==> src/rtl/dfr_pkg.sv <==
// Shared types and constants for the delimited frame receiver.
// Depends on nothing; every module of the block imports it.
`timescale 1ns / 1ps

package dfr_pkg;

    // item kinds
    localparam logic FUNC_BYTE = 1'b0;
    localparam logic FUNC_TICK = 1'b1;

    // frame layout
    localparam logic [7:0] START_BYTE  = 8'h32;
    localparam logic [7:0] END_BYTE    = 8'h34;
    localparam logic [3:0] LAST_POS    = 4'd13;
    localparam logic [7:0] TEMP_OFFSET = 8'd55;
    localparam logic [4:0] SWING_BITS  = 5'b11111;

    // result status codes
    localparam logic [2:0] ST_MATCH    = 3'd0;
    localparam logic [2:0] ST_OTHER    = 3'd1;
    localparam logic [2:0] ST_CHECKSUM = 3'd2;
    localparam logic [2:0] ST_NO_END   = 3'd3;
    localparam logic [2:0] ST_TIMEOUT  = 3'd4;

    // register indexes
    localparam logic [1:0] REG_TIMEOUT     = 2'd0;
    localparam logic [1:0] REG_MATCH_SRC   = 2'd1;
    localparam logic [1:0] REG_MATCH_DST   = 2'd2;
    localparam logic [1:0] REG_MATCH_CMD   = 2'd3;

    // register reset values
    localparam logic [15:0] RST_TIMEOUT   = 16'd500;
    localparam logic [7:0]  RST_MATCH_SRC = 8'h20;
    localparam logic [7:0]  RST_MATCH_DST = 8'h84;
    localparam logic [7:0]  RST_MATCH_CMD = 8'h52;

    typedef struct packed {
        logic       func;
        logic [7:0] rx_byte;
    } item_t;

    typedef struct packed {
        logic [2:0]        status;
        logic [7:0]        frame_source;
        logic [7:0]        frame_destination;
        logic [7:0]        frame_command;
        logic signed [7:0] set_temperature;
        logic signed [7:0] room_temperature;
        logic signed [7:0] outlet_temperature;
        logic [2:0]        fan_speed;
        logic              swing_on;
        logic              power_on;
        logic [3:0]        control_type;
    } result_t;

    typedef struct packed {
        logic [15:0] timeout_ticks;
        logic [7:0]  match_source;
        logic [7:0]  match_destination;
        logic [7:0]  match_command;
    } cfg_t;

    function automatic logic signed [7:0] temp_of(input logic [7:0] b);
        temp_of = signed'({1'b0, b[6:0]} - TEMP_OFFSET);
    endfunction

endpackage

==> src/rtl/dfr_cfg_regs.sv <==
// Configuration register file: timeout and address/command match values.
// Depends on dfr_pkg.
`timescale 1ns / 1ps

module dfr_cfg_regs (
    input  logic               clk,
    input  logic               rst_n,
    input  logic               cfg_valid,
    input  logic [1:0]         cfg_index,
    input  logic [15:0]        cfg_data,
    output dfr_pkg::cfg_t      cfg
);
    import dfr_pkg::*;

    cfg_t cfg_reg;

    always_ff @(posedge clk or negedge rst_n)
    begin
        if (!rst_n)
        begin
            cfg_reg.timeout_ticks     <= RST_TIMEOUT;
            cfg_reg.match_source      <= RST_MATCH_SRC;
            cfg_reg.match_destination <= RST_MATCH_DST;
            cfg_reg.match_command     <= RST_MATCH_CMD;
        end
        else if (cfg_valid)
        begin
            case (cfg_index)
                REG_TIMEOUT:   cfg_reg.timeout_ticks     <= cfg_data;
                REG_MATCH_SRC: cfg_reg.match_source      <= cfg_data[7:0];
                REG_MATCH_DST: cfg_reg.match_destination <= cfg_data[7:0];
                REG_MATCH_CMD: cfg_reg.match_command     <= cfg_data[7:0];
                default: ;
            endcase
        end
    end

    assign cfg = cfg_reg;

endmodule

==> src/rtl/dfr_frame_engine.sv <==
// Frame tracking state, running XOR, byte stores and the end-of-frame decode.
// Depends on dfr_pkg; fed from the input stage, feeds the result buffer.
`timescale 1ns / 1ps

module dfr_frame_engine (
    input  logic              clk,
    input  logic              rst_n,
    input  logic              advance,
    input  dfr_pkg::item_t    item,
    input  dfr_pkg::cfg_t     cfg,
    output logic              res_push,
    output dfr_pkg::result_t  res
);
    import dfr_pkg::*;

    logic        in_frame_reg,   in_frame_next;
    logic [3:0]  count_reg,      count_next;
    logic [7:0]  xor_reg,        xor_next;
    logic [15:0] idle_reg,       idle_next;
    logic [7:0]  header_reg [3];
    logic [7:0]  header_next [3];
    logic [7:0]  payload_reg [5];
    logic [7:0]  payload_next [5];
    logic [7:0]  check_reg,      check_next;

    logic        produce;
    result_t     res_c;
    logic        addr_match;

    assign addr_match = (header_reg[0] == cfg.match_source)
                     && (header_reg[1] == cfg.match_destination)
                     && (header_reg[2] == cfg.match_command);

    always_comb
    begin
        in_frame_next = in_frame_reg;
        count_next    = count_reg;
        xor_next      = xor_reg;
        idle_next     = idle_reg;
        header_next   = header_reg;
        payload_next  = payload_reg;
        check_next    = check_reg;
        produce       = 1'b0;
        res_c         = '0;

        if (item.func == FUNC_TICK)
        begin
            idle_next = (idle_reg != '1) ? idle_reg + 16'd1 : idle_reg;
            if (in_frame_reg && (idle_next >= cfg.timeout_ticks))
            begin
                in_frame_next = 1'b0;
                count_next    = '0;
                produce       = 1'b1;
                res_c.status  = ST_TIMEOUT;
            end
        end
        else
        begin
            idle_next = '0;
            if (!in_frame_reg)
            begin
                if (item.rx_byte == START_BYTE)
                begin
                    in_frame_next = 1'b1;
                    count_next    = 4'd1;
                    xor_next      = '0;
                end
            end
            else
            begin
                case (count_reg) inside
                    [4'd1:4'd11]: xor_next = xor_reg ^ item.rx_byte;
                    default: ;
                endcase

                case (count_reg) inside
                    [4'd1:4'd3]: header_next[count_reg[1:0] - 2'd1] = item.rx_byte;
                    [4'd4:4'd8]: payload_next[3'(count_reg - 4'd4)] = item.rx_byte;
                    4'd12:       check_next = item.rx_byte;
                    default: ;
                endcase

                if (count_reg != LAST_POS)
                begin
                    count_next = count_reg + 4'd1;
                end
                else
                begin
                    // closing byte: XOR and check byte were settled on earlier beats
                    in_frame_next           = 1'b0;
                    count_next              = '0;
                    produce                 = 1'b1;
                    res_c.frame_source      = header_reg[0];
                    res_c.frame_destination = header_reg[1];
                    res_c.frame_command     = header_reg[2];
                    if (item.rx_byte != END_BYTE)
                        res_c.status = ST_NO_END;
                    else if (xor_reg != check_reg)
                        res_c.status = ST_CHECKSUM;
                    else if (!addr_match)
                        res_c.status = ST_OTHER;
                    else
                    begin
                        res_c.status             = ST_MATCH;
                        res_c.set_temperature    = temp_of(payload_reg[0]);
                        res_c.room_temperature   = temp_of(payload_reg[1]);
                        res_c.outlet_temperature = temp_of(payload_reg[2]);
                        res_c.fan_speed          = payload_reg[3][2:0];
                        res_c.swing_on           = (payload_reg[3][7:3] == SWING_BITS);
                        res_c.power_on           = payload_reg[4][7];
                        res_c.control_type       = payload_reg[4][3:0];
                    end
                end
            end
        end
    end

    always_ff @(posedge clk or negedge rst_n)
    begin
        if (!rst_n)
        begin
            in_frame_reg <= 1'b0;
            count_reg    <= '0;
            xor_reg      <= '0;
            idle_reg     <= '0;
        end
        else if (advance)
        begin
            in_frame_reg <= in_frame_next;
            count_reg    <= count_next;
            xor_reg      <= xor_next;
            idle_reg     <= idle_next;
        end
    end

    // frame byte stores: written before any read, no reset
    always_ff @(posedge clk)
    begin
        if (advance)
        begin
            header_reg  <= header_next;
            payload_reg <= payload_next;
            check_reg   <= check_next;
        end
    end

    assign res_push = advance && produce;
    assign res      = res_c;

`ifndef SYNTHESIS
    a_idle_count_zero: assert property (@(posedge clk) disable iff (!rst_n)
        !in_frame_reg |-> (count_reg == 4'd0))
        else $error("byte count nonzero outside a frame");

    a_count_range: assert property (@(posedge clk) disable iff (!rst_n)
        in_frame_reg |-> (count_reg >= 4'd1 && count_reg <= LAST_POS))
        else $error("byte count out of frame range");

    a_result_closes: assert property (@(posedge clk) disable iff (!rst_n)
        res_push |=> !in_frame_reg)
        else $error("frame still open after a result");
`endif

endmodule

==> src/rtl/dfr_result_buf.sv <==
// Two-entry result buffer: output register plus skid register.
// Depends on dfr_pkg.
`timescale 1ns / 1ps

module dfr_result_buf (
    input  logic              clk,
    input  logic              rst_n,
    input  logic              push,
    input  dfr_pkg::result_t  push_data,
    output logic              space,
    output logic              result_valid,
    input  logic              result_ready,
    output dfr_pkg::result_t  result
);
    import dfr_pkg::*;

    logic    out_valid_reg,  out_valid_next;
    logic    skid_valid_reg, skid_valid_next;
    result_t out_reg,        out_next;
    result_t skid_reg,       skid_next;
    logic    pop;

    assign pop = out_valid_reg && result_ready;

    always_comb
    begin
        out_valid_next  = out_valid_reg;
        skid_valid_next = skid_valid_reg;
        out_next        = out_reg;
        skid_next       = skid_reg;
        if (!out_valid_reg || pop)
        begin
            out_valid_next  = skid_valid_reg || push;
            out_next        = skid_valid_reg ? skid_reg : push_data;
            skid_valid_next = skid_valid_reg && push;
            skid_next       = push_data;
        end
        else if (push)
        begin
            skid_valid_next = 1'b1;
            skid_next       = push_data;
        end
    end

    always_ff @(posedge clk or negedge rst_n)
    begin
        if (!rst_n)
        begin
            out_valid_reg  <= 1'b0;
            skid_valid_reg <= 1'b0;
        end
        else
        begin
            out_valid_reg  <= out_valid_next;
            skid_valid_reg <= skid_valid_next;
        end
    end

    always_ff @(posedge clk)
    begin
        out_reg  <= out_next;
        skid_reg <= skid_next;
    end

    assign space        = !skid_valid_reg;
    assign result_valid = out_valid_reg;
    assign result       = out_reg;

`ifndef SYNTHESIS
    a_skid_behind_out: assert property (@(posedge clk) disable iff (!rst_n)
        skid_valid_reg |-> out_valid_reg)
        else $error("skid entry held while output register empty");

    a_no_overflow: assert property (@(posedge clk) disable iff (!rst_n)
        push |-> !skid_valid_reg)
        else $error("result pushed into a full buffer");

    a_drain_empty: assert property (@(posedge clk) disable iff (!rst_n)
        pop && !skid_valid_reg && !push |=> !out_valid_reg)
        else $error("output still valid after last entry drained");
`endif

endmodule

==> src/rtl/delimited_frame_receiver_xor_decode.sv <==
// Delimited frame receiver with XOR check and field decode.
// Takes one beat per cycle while the result buffer has room (a serial byte or a millisecond tick);
// a 0x32 byte while idle opens a 14-byte frame, whose closing byte yields one result with status,
// header bytes and, for a good frame addressed to the match registers, the decoded temperatures,
// fan, swing, power and control type. A partial frame is dropped with a timeout result after
// timeout_ticks silent ticks. The input register feeds the frame engine; result_valid is registered
// in the buffer as the closing beat advances. A two-entry output buffer keeps input flowing while
// a result waits. Configuration must be written only while the block is idle, which the block
// does not enforce; cfg_ready is always high. Depends on dfr_pkg and the dfr_* submodules.
`timescale 1ns / 1ps

module delimited_frame_receiver_xor_decode (
    input  logic              clk,
    input  logic              rst_n,
    input  logic              item_valid,
    output logic              item_ready,
    input  dfr_pkg::item_t    item,
    output logic              result_valid,
    input  logic              result_ready,
    output dfr_pkg::result_t  result,
    input  logic              cfg_valid,
    output logic              cfg_ready,
    input  logic [1:0]        cfg_index,
    input  logic [15:0]       cfg_data
);
    import dfr_pkg::*;

    logic    stage_valid_reg, stage_valid_next;
    item_t   stage_item_reg;
    logic    advance;
    logic    buf_space;
    logic    res_push;
    result_t res;
    cfg_t    cfg;

    // the staged beat moves on whenever the result buffer has room
    assign advance          = stage_valid_reg && buf_space;
    assign item_ready       = !stage_valid_reg || advance;
    assign stage_valid_next = (item_valid && item_ready) || (stage_valid_reg && !advance);
    assign cfg_ready        = 1'b1;

    always_ff @(posedge clk or negedge rst_n)
    begin
        if (!rst_n)
            stage_valid_reg <= 1'b0;
        else
            stage_valid_reg <= stage_valid_next;
    end

    always_ff @(posedge clk)
    begin
        if (item_valid && item_ready)
            stage_item_reg <= item;
    end

    dfr_cfg_regs u_cfg (
        .clk       (clk),
        .rst_n     (rst_n),
        .cfg_valid (cfg_valid),
        .cfg_index (cfg_index),
        .cfg_data  (cfg_data),
        .cfg       (cfg)
    );

    dfr_frame_engine u_engine (
        .clk      (clk),
        .rst_n    (rst_n),
        .advance  (advance),
        .item     (stage_item_reg),
        .cfg      (cfg),
        .res_push (res_push),
        .res      (res)
    );

    dfr_result_buf u_buf (
        .clk          (clk),
        .rst_n        (rst_n),
        .push         (res_push),
        .push_data    (res),
        .space        (buf_space),
        .result_valid (result_valid),
        .result_ready (result_ready),
        .result       (result)
    );

endmodule
==> config.mk <==
export PLATFORM = sky130hd
export DESIGN_NAME = delimited_frame_receiver_xor_decode
export DESIGN_NICKNAME = d
export VERILOG_FILES = /design/src/rtl/dfr_pkg.sv /design/src/rtl/dfr_cfg_regs.sv /design/src/rtl/dfr_frame_engine.sv /design/src/rtl/dfr_result_buf.sv /design/src/rtl/delimited_frame_receiver_xor_decode.sv
export SDC_FILE = /design/constraint.sdc
export NUM_CORES = 1
export LEC_CHECK = 0
export ABC_AREA = 1
export BUFFER_PORTS_ARGS = -buffer_cell sky130_fd_sc_hd__buf_2
export CORE_MARGIN = 2
export CORE_UTILIZATION = 31
export CTS_BUF_LIST = sky130_fd_sc_hd__clkbuf_16
export DETAILED_ROUTE_END_ITERATION = 16
export PLACE_DENSITY = 0.45
export SYNTH_ARGS = -nofsm -noshare
export SYNTH_HDL_FRONTEND = slang
export SYNTH_SLANG_ARGS = --single-unit
==> constraint.sdc <==
create_clock -name clk -period 6.2 [get_ports clk]
set_clock_uncertainty 0.15 [all_clocks]
set_input_delay 1.24 -clock clk [delete_from_list [all_inputs] [get_ports clk]]
set_output_delay 1.24 -clock clk [all_outputs]
set_load 0.01 [all_outputs]
==> impl_metrics.env, run 1 <==
export IMPL_status="finished clean"
export IMPL_antenna_left=0
export IMPL_antenna_found_initial=0
export IMPL_first_global_vias=8011
export IMPL_cts_resized=0
export IMPL_power_density_nw_per_um2=295
export IMPL_dpl_cell_area_sq_um=12900
export IMPL_setup_violations=0
export IMPL_max_cap_violations=0
export IMPL_drive_above_1_share=0.160
export IMPL_finalCritPeriodShare=0.750
export IMPL_p_seq_frac=0.510
export IMPL_num_rows=71
export IMPL_cp_max_fo=27
export IMPL_wl_per_cell_um=16.1
export IMPL_slew_violations=0
export IMPL_ys_types=39
export IMPL_core_region_area_sq_um=37800
export IMPL_tightest_slew_ps=1160
export IMPL_clock_sinks=267
export IMPL_wirelength_um=28400
export IMPL_tritoncts="yes"
export IMPL_cts_made_buffers=31
export IMPL_clock_root_buffer="clkbuf_16"
export IMPL_grt_max_degree=73
export IMPL_dp_final_hpwl_um=18800
export IMPL_p_clk_frac=0.431
export IMPL_crit_path_end_kind="flop"
export IMPL_ys_ff_latch=267
export IMPL_numPortBuffers=93
export IMPL_first_iter_violations=354
export IMPL_seq_area_sq_um=7670
export IMPL_htree_levels=1
export IMPL_combPwrFrac=0.058
export IMPL_clockBufferDepth=3
export IMPL_ys_warn_count=0
export IMPL_syn_area_sq_um=12000
export IMPL_p_switching_uw=949
export IMPL_drc=0
export IMPL_crit_type="flop to flop"
export IMPL_switching_share=0.232
export IMPL_synth_nets=1187
export IMPL_layout_cells_non_filler=1766
export IMPL_relSlewSlack=0.221
export IMPL_hold_ws_ps=339
export IMPL_use_met1=0.192
export IMPL_fin_nets=1283
export IMPL_yosys_top_cells_count="nand2_1 (222), edfxtp_1 (195), nor2_1 (131)"
export IMPL_min_path_cells=2
export IMPL_p_int_uw=3150
export IMPL_dp_slack_ps=1590
export IMPL_cts_setup_buffers=0
export IMPL_hold_viol_final=0
export IMPL_n_fill_cell=3871
export IMPL_p_leak_uw=0.00633
export IMPL_ir_drop_v=0.000193
export IMPL_busiest_layer="met2"
export IMPL_grtUsageTotal=0.142
export IMPL_start_util=0.316
export IMPL_multi_input_area_sq_um=3580
export IMPL_synth_top_area_frac=0.490
export IMPL_die_w_um=200
export IMPL_cp_required_ps=6300
export IMPL_cts_hold_buffers=0
export IMPL_setup_tns_ps=0
export IMPL_dp_cells=1709
export IMPL_synth_avg_cell_area_sq_um=10.5
export IMPL_hp_start="u_cfg.cfg[31]"
export IMPL_gp_congestion=0.854
export IMPL_insertion_delay_ps=580
export IMPL_gr_total_overflow=0
export IMPL_async_flop_share=0.270
export IMPL_arrival_ps=4750
export IMPL_use_met3=0.0239
export IMPL_synth_edff_count=195
export IMPL_hold_path_class="flop to flop"
export IMPL_fin_area_sq_um=13900
export IMPL_cp_startpoint="u_engine.idle_reg[0]"
export IMPL_num_io_pins=95
export IMPL_routed_via_count=7869
export IMPL_fin_ws_ps=1550
export IMPL_start_kind="flop"
export IMPL_fp_dieH_um=200
export IMPL_dr_pass1_iters=4
export IMPL_synthCells=1135
export IMPL_synth_most_common_cell="nand2_1"
export IMPL_fmax_ghz=0.215
export IMPL_drt_vias_per_instance=4.46
export IMPL_grt_setup_unrepaired="no"
export IMPL_cts_clk_slew_worst_paths_ps=60
export IMPL_regToRegStartpoint="u_engine.idle_reg[0]"
export IMPL_ys_flop_type="edfxtp_1"
export IMPL_min_period_ps=4650
export IMPL_diodes=0
export IMPL_area_delta_synth_final_pct=16.3
export IMPL_ys_seq_area_frac=0.642
export IMPL_die_area_sq_um=40100
export IMPL_synth_largest_area_cell="edfxtp_1"
export IMPL_grt_use_met2=0.235
export IMPL_grt_pass1_wl_um=45200
export IMPL_synth_area_leaders="edfxtp_1 (49%), dfrtp_1 (13%), nand2_1 (7.0%), nor2_1 (4.1%), inv_1 (4.1%)"
export IMPL_r2r_cells=22
logic make-up after synthesis:
| logic type | share of synthesized area |
|---|---|
| AO/OA/AOI/OAI | 0.0597 |
| XOR/XNOR | 0.0425 |
| adder cells (fa/ha/maj) | 0.0209 |
| buffers and inverters | 0.0596 |
| flip-flops | 0.642 |
| other | 0.000314 |
| AND/OR/NAND/NOR | 0.175 |
layout by cell type (no fill, tap or decap), types with 8 or more instances in the layout:
master / Yosys / routed
nor2_1: 131 / 131
nand3_1: 43 / 43
xor2_1: 55 / 55
edfxtp_1: 195 / 195
dfrtp_1: 60 / 60
buf_4: 5 / 9
nor2_2: 21 / 21
o21ai_1: 9 / 9
ha_1: 20 / 20
dfstp_2: 12 / 12
o21ai_0: 55 / 55
nand2_1: 222 / 221
a21oi_1: 58 / 58
inv_1: 129 / 134
buf_2: 5 / 93
nand4_1: 32 / 32
clkbuf_16: 0 / 31
clkinv_2: 0 / 8
nor3_1: 20 / 20
worst paths after layout:
| kind | slack (ps) | to |
|---|---|---|
| max in group asynchronous | 4490 | u_cfg.cfg[5] |
| setup reg to reg | 1550 | u_buf.skid_reg[13] |
| hold / removal | 340 | u_cfg.cfg[31] |
| setup / recovery | 1550 | u_buf.skid_reg[13] |
| min in group asynchronous | 750 | u_engine.xor_reg[3] |
| hold reg to reg | 340 | u_cfg.cfg[31] |
power groups by stage:
stage / Combinational [uW] / Sequential, uW / Clock [uW]
floorplan: 136 / 2120 / 0
global placement: 242 / 2130 / 0
detailed placement: 244 / 2130 / 0
CTS: 245 / 2090 / 1820
global route: 275 / 2100 / 1890
finish: 239 / 2090 / 1770
worst max-delay path: stages, from the launching register on:
cell,delay (ps)
dfrtp_1,400
ha_1,230
nand2_1,90
nor2_1,260
nand2_1,160
nor2_2,240
inv_1,260
nor2_1,150
nor2_1,70
ha_1,290
nand2_1,50
nand2_1,50
nand2_1,50
nand2_1,50
nand2_1,50
nand2_1,50
nand2_1,40
nand2_1,100
nand2_1,80
nand2_1,210
nand3_1,200
nand2_2,660
buf_4,420
cell type report:
class | count | share of cell area
sequential | 267 | 0.552
clock inverter | 26 | 0.0147
timing repair buffer | 102 | 0.0384
multi-input combinational | 697 | 0.257
inverter | 132 | 0.0357
tap | 511 | 0.0460
clock buffer | 31 | 0.0558
metrics by stage:
step	util	total power, uW
after floorplan	-	2260
after global placement	0.341	2370
after detailed placement	0.341	2370
after CTS	0.367	4160
after global routing	0.367	4270
final	0.367	4100
layer usage:
| metal | routed length, um | part of all wire | vias up |
|---|---|---|---|
| li1 | - | - | 3976 |
| met1 | 13600 | 0.48 | 3720 |
| met2 | 13100 | 0.46 | 137 |
| met3 | 1180 | 0.042 | 36 |
| met4 | 558 | 0.020 | 0 |
| met5 | 0 | 0 | - |
Power figures use the tool's default switching activity.
==> inputs of run 2 (changes only) <==
PLACE_DENSITY = 0.46   (was 0.45)
clock period = 4.28 ns   (was 6.2 ns; I/O delays follow)
==> run 2 against run 1 <==
Via count rose by 1.0%. Setup slack worse by 1100 ps. Clock power up 63%. Total power increased by 53%. Largest cell class unchanged.
==> impl_metrics.env, run 2 (synthesis results as in run 1) <==
export IMPL_cts_made_buffers=30
export IMPL_grt_setup_unrepaired="no"
export IMPL_setup_violations=0
export IMPL_cp_startpoint="u_engine.idle_reg[0]"
export IMPL_n_fill_cell=3855
export IMPL_min_period_ps=3800
export IMPL_p_int_uw=4900
export IMPL_routed_via_count=7948
export IMPL_worst_r2r_endpoint="u_buf.skid_reg[21]"
export IMPL_clockBufferDepth=3
export IMPL_p_switching_uw=1370
export IMPL_p_clk_frac=0.460
export IMPL_start_kind="flop"
export IMPL_antenna_left=0
export IMPL_fp_dieH_um=200
export IMPL_p_seq_frac=0.480
export IMPL_dp_final_hpwl_um=19000
export IMPL_crit_type="flop to flop"
export IMPL_hold_viol_final=0
export IMPL_first_global_vias=8100
export IMPL_dr_pass1_iters=5
export IMPL_cpPeakStageDelay_ps=400
export IMPL_relSlewSlack=0.248
export IMPL_num_rows=71
export IMPL_gr_total_overflow=0
export IMPL_cp_required_ps=4370
export IMPL_slew_violations=0
export IMPL_setup_tns_ps=0
export IMPL_slowest_stage="dfrtp_1"
export IMPL_regToRegSetupSlack_ps=480
export IMPL_dp_slack_ps=368
export IMPL_power_density_nw_per_um2=441
export IMPL_cts_clk_slew_worst_paths_ps=60
export IMPL_crit_path_end_kind="flop"
export IMPL_wl_per_cell_um=15.9
export IMPL_core_region_area_sq_um=37800
export IMPL_combPwrFrac=0.060
export IMPL_finalCritPeriodShare=0.887
export IMPL_insertion_delay_ps=550
export IMPL_status="finished clean"
export IMPL_grt_max_degree=70
export IMPL_gp_congestion=0.844
export IMPL_fin_ws_ps=483
export IMPL_max_cap_violations=0
export IMPL_num_io_pins=95
export IMPL_hold_ws_ps=143
export IMPL_numPortBuffers=93
export IMPL_antenna_found_initial=0
export IMPL_drive_above_1_share=0.171
export IMPL_die_w_um=200
export IMPL_tightest_slew_ps=1130
export IMPL_clock_root_buffer="clkbuf_16"
export IMPL_mostFrequentLayoutCell="nand2_1"
export IMPL_r2r_cells=17
export IMPL_cp_max_fo=27
export IMPL_drt_vias_per_instance=4.46
export IMPL_hold_path_class="primary input to asynchronous set/reset pin"
export IMPL_grt_pass1_wl_um=45500
export IMPL_cp_common_cell="nand2_1"
export IMPL_arrival_ps=3890
export IMPL_crit_end="u_buf.skid_reg[21]"
export IMPL_diodes=0
export IMPL_clock_sinks=267
export IMPL_ir_drop_v=0.000274
export IMPL_fmax_ghz=0.263
export IMPL_grtUsageTotal=0.142
export IMPL_die_area_sq_um=40100
export IMPL_switching_share=0.219
export IMPL_area_delta_synth_final_pct=19.0
export IMPL_tritoncts="yes"
export IMPL_drc=0
export IMPL_fin_nets=1300
export IMPL_wirelength_um=28300
export IMPL_crit_chain="ha_1 -> nand2_1 -> nor2_2 -> nand4_1 -> or2_2 -> o21ai_0 -> inv_1 -> ha_1 -> nand2_1 -> nor3_1 -> nand2_1 -> nand2_1 -> nand2_1 -> nand2_1 -> nand3_1 -> nand2_2 -> buf_12"
export IMPL_layout_common_cells="nand2_1 (221), edfxtp_1 (195), inv_1 (130), nor2_1 (130), buf_2 (93)"
export IMPL_first_iter_violations=425
export IMPL_start_util=0.316
export IMPL_htree_levels=1
export IMPL_p_leak_uw=0.00648
export IMPL_regToRegStartpoint="u_engine.idle_reg[0]"
-- run 2: how the worst min path moves through the flow --
stage / end / slack [ps] / depth (start not counted)
final: u_engine.xor_reg[5] / 140 / 1
after global routing: u_engine.idle_reg[0] / 160 / 1
after CTS: u_engine.idle_reg[0] / 150 / 1
after detailed placement: u_cfg.cfg[27] / 340 / 2
after global placement: u_cfg.cfg[25] / 320 / 2
after floorplan: u_cfg.cfg[25] / 300 / 2
-- run 2: timing repair --
action,in CTS,in global routing
endpoints found under the hold margin,0,0
hold buffers,0,0
endpoints found under the setup margin,0,54
gates resized for setup,0,3
setup buffers,0,3
-- run 2: power by group through the flow --
stage | Clock, uW | Sequential (uW) | Combinational [uW]
after detailed placement | 0 | 3070 | 378
final | 2890 | 3010 | 374
after global placement | 0 | 3060 | 376
after floorplan | 0 | 3080 | 197
after CTS | 2960 | 3010 | 380
after global routing | 3080 | 3030 | 432
-- run 2: cell type report --
type	count	area, sq um	area share
clock buffer	32	801	0.0563
tap	511	639	0.0449
timing repair buffer	120	711	0.0500
inverter	132	499	0.0351
sequential	267	7670	0.539
clock inverter	24	324	0.0228
multi-input combinational	697	3580	0.252
-- run 2: stage by stage --
stage	area (sq um)	total power [uW]	utilization	instances
6_report	14200	6270	0.376	1783
5_1_grt	14200	6540	0.376	1783
4_1_cts	14200	6360	0.374	1779
3_5_place_dp	13000	3440	0.344	1723
3_3_place_gp	13000	3440	0.344	1723
2_1_floorplan	12000	3270	-	1135
-- run 2: layer usage --
layer  global-route usage  share of wire  up-vias
met5                    0              0        -
met4               0.0357          0.021        0
met3               0.0199          0.036       38
met2                0.231           0.46      120
met1                0.200           0.48     3770
li1                     -              -     4020
-- run 2: worst max-delay path: cells and delay by family (launching register included) --
kind,cells,cell delay [ps]
compound gates,1,230
fa+ha+maj,2,510
buf+inv,2,280
flops,1,400
simple gates,12,1860
==> inputs of run 3 (changes only) <==
--- a/constraint.sdc
+++ b/constraint.sdc
@@ -4,2 +4,2 @@
 set_output_delay 0.856 -clock clk [all_outputs]
-set_load 0.01 [all_outputs]
+set_load 0.1 [all_outputs]
==> run 3 against run 2 <==
Flip-flop and latch count did not move. Largest power group unchanged. Critical path type unchanged. Sequential share of layout area rose by 0.91 points. Highest routed layer unchanged. Worst hold slack got worse by 22 ps. Cell count fell by 0.39%. Largest cell class unchanged. Critical endpoint is now u_buf.skid_reg[30]. Global-route usage fell by 0.091 points. Die area did not move.
==> impl_metrics.env, run 3 (synthesis results as in run 1) <==
export IMPL_core_region_area_sq_um=37800
export IMPL_finalCritPeriodShare=0.899
export IMPL_status="finished clean"
export IMPL_hold_ws_ps=120
export IMPL_grt_pass1_wl_um=45200
export IMPL_first_iter_violations=515
export IMPL_fin_ws_ps=432
export IMPL_min_period_ps=3850
export IMPL_start_util=0.316
export IMPL_fmax_ghz=0.260
export IMPL_r2r_cells=22
export IMPL_dp_slack_ps=385
export IMPL_drive_above_1_share=0.163
export IMPL_die_w_um=200
export IMPL_top_layer="met4"
export IMPL_relSlewSlack=0.224
export IMPL_crit_path_end_kind="flop"
export IMPL_cts_made_buffers=30
export IMPL_wl_met2_um=13000
export IMPL_num_io_pins=95
export IMPL_start_kind="flop"
export IMPL_tritoncts="yes"
export IMPL_hold_viol_final=0
export IMPL_dpl_cell_area_sq_um=13000
export IMPL_diodes=0
export IMPL_cts_setup_buffers=0
export IMPL_clock_sinks=267
export IMPL_clockBufferDepth=3
export IMPL_ir_drop_v=0.000358
export IMPL_clock_root_buffer="clkbuf_16"
export IMPL_setup_tns_ps=0
export IMPL_area_delta_synth_final_pct=17.0
export IMPL_met3WireLength_um=1070
export IMPL_insertion_delay_ps=580
export IMPL_layout_cells_non_filler=1776
export IMPL_grt_setup_unrepaired="no"
export IMPL_cts_clk_slew_worst_paths_ps=60
export IMPL_antenna_left=0
export IMPL_dr_pass1_iters=5
export IMPL_cts_hold_buffers=0
export IMPL_arrival_ps=3940
export IMPL_drt_vias_per_instance=4.43
export IMPL_cp_max_fo=27
export IMPL_htree_levels=1
export IMPL_gp_congestion=0.841
export IMPL_p_leak_uw=0.00640
export IMPL_cp_startpoint="u_engine.idle_reg[0]"
export IMPL_numPortBuffers=93
export IMPL_hold_path_class="primary input to asynchronous set/reset pin"
export IMPL_wl_met1_um=13400
export IMPL_dp_final_hpwl_um=19000
export IMPL_mostFrequentLayoutCell="nand2_1"
export IMPL_routed_via_count=7875
export IMPL_cp_required_ps=4370
export IMPL_first_global_vias=7982
export IMPL_cts_resized=0
export IMPL_fin_nets=1297
export IMPL_regToRegSetupSlack_ps=430
export IMPL_num_rows=71
export IMPL_layout_common_cells="nand2_1 (221), edfxtp_1 (195), inv_1 (137)"
export IMPL_fp_dieH_um=200
export IMPL_die_area_sq_um=40100
export IMPL_gr_total_overflow=0
export IMPL_drc=0
export IMPL_dp_cells=1723
export IMPL_worst_r2r_endpoint="u_buf.skid_reg[30]"
export IMPL_slew_violations=0
export IMPL_wl_per_cell_um=15.8
export IMPL_crit_type="flop to flop"
export IMPL_power_density_nw_per_um2=438
export IMPL_antenna_found_initial=0
export IMPL_grtUsageTotal=0.141
export IMPL_setup_violations=0
export IMPL_grt_max_degree=70
export IMPL_regToRegStartpoint="u_engine.idle_reg[0]"
export IMPL_wirelength_um=28100
export IMPL_fin_area_sq_um=14000
export IMPL_max_cap_violations=0
export IMPL_tightest_slew_ps=1160
[run 3: changes by cell type in the layout (fill, tap and decap cells not counted), sizes merged]
cell	before	now
inv	134	141
bufinv	8	3
buf	119	116
clkinvlp	4	1
clkbuf	33	31
clkinv	10	9
[run 3: area by class of cell]
class	instances	area, sq um
clock buffers	30	751
clock inverters	22	183
fillers	3858	23900
inverters	132	495
multi-input cells	697	3570
flip-flops and latches	267	7670
well taps	511	639
repair buffers	117	676
[run 3: layer usage]
metal  vias to the layer above  track usage
met3                        49       0.0187
li1                       4000            -
met1                      3693        0.197
met5                         -            0
met2                       133        0.232
met4                         0       0.0384
[run 3: metrics by stage]
stage | util | power [uW]
6_report | 0.370 | 6130
5_1_grt | 0.370 | 6380
4_1_cts | 0.369 | 6220
2_1_floorplan | - | 3550
3_5_place_dp | 0.344 | 3730
3_3_place_gp | 0.344 | 3720
[run 3: worst max path at each step]
stage,cells past startpoint,slack [ps],end
3_3_place_gp,22,450,u_buf.skid_reg[32]
3_5_place_dp,20,380,u_buf.skid_reg[38]
2_1_floorplan,16,530,u_buf.skid_reg[0]
6_report,22,430,u_buf.skid_reg[30]
4_1_cts,20,340,u_buf.skid_reg[20]
5_1_grt,20,10,u_buf.skid_reg[30]
[run 3: power by group]
group          switching, uW  total, uW  internal [uW]
clock network           1020       2460           1440
logic                    524        658            135
registers               68.7       3010           2940
[run 3: worst max-delay path: stages (launching register included)]
cell and delay (ps):
dfrtp_1 400, ha_1 220, nand2_1 100, nor2_2 160, nand2_1 130, nor2_2 230
inv_1 250, nor2_1 150, nor2_1 70, ha_1 290, nand2_1 50, nand2_1 50
nand2_1 50, nand2_1 50, nand2_1 50, nand2_1 60, nand2_1 40, nand2_1 80
nand2_1 70, nand2_1 200, nand3_1 180, nand2_2 200, clkbuf_16 260
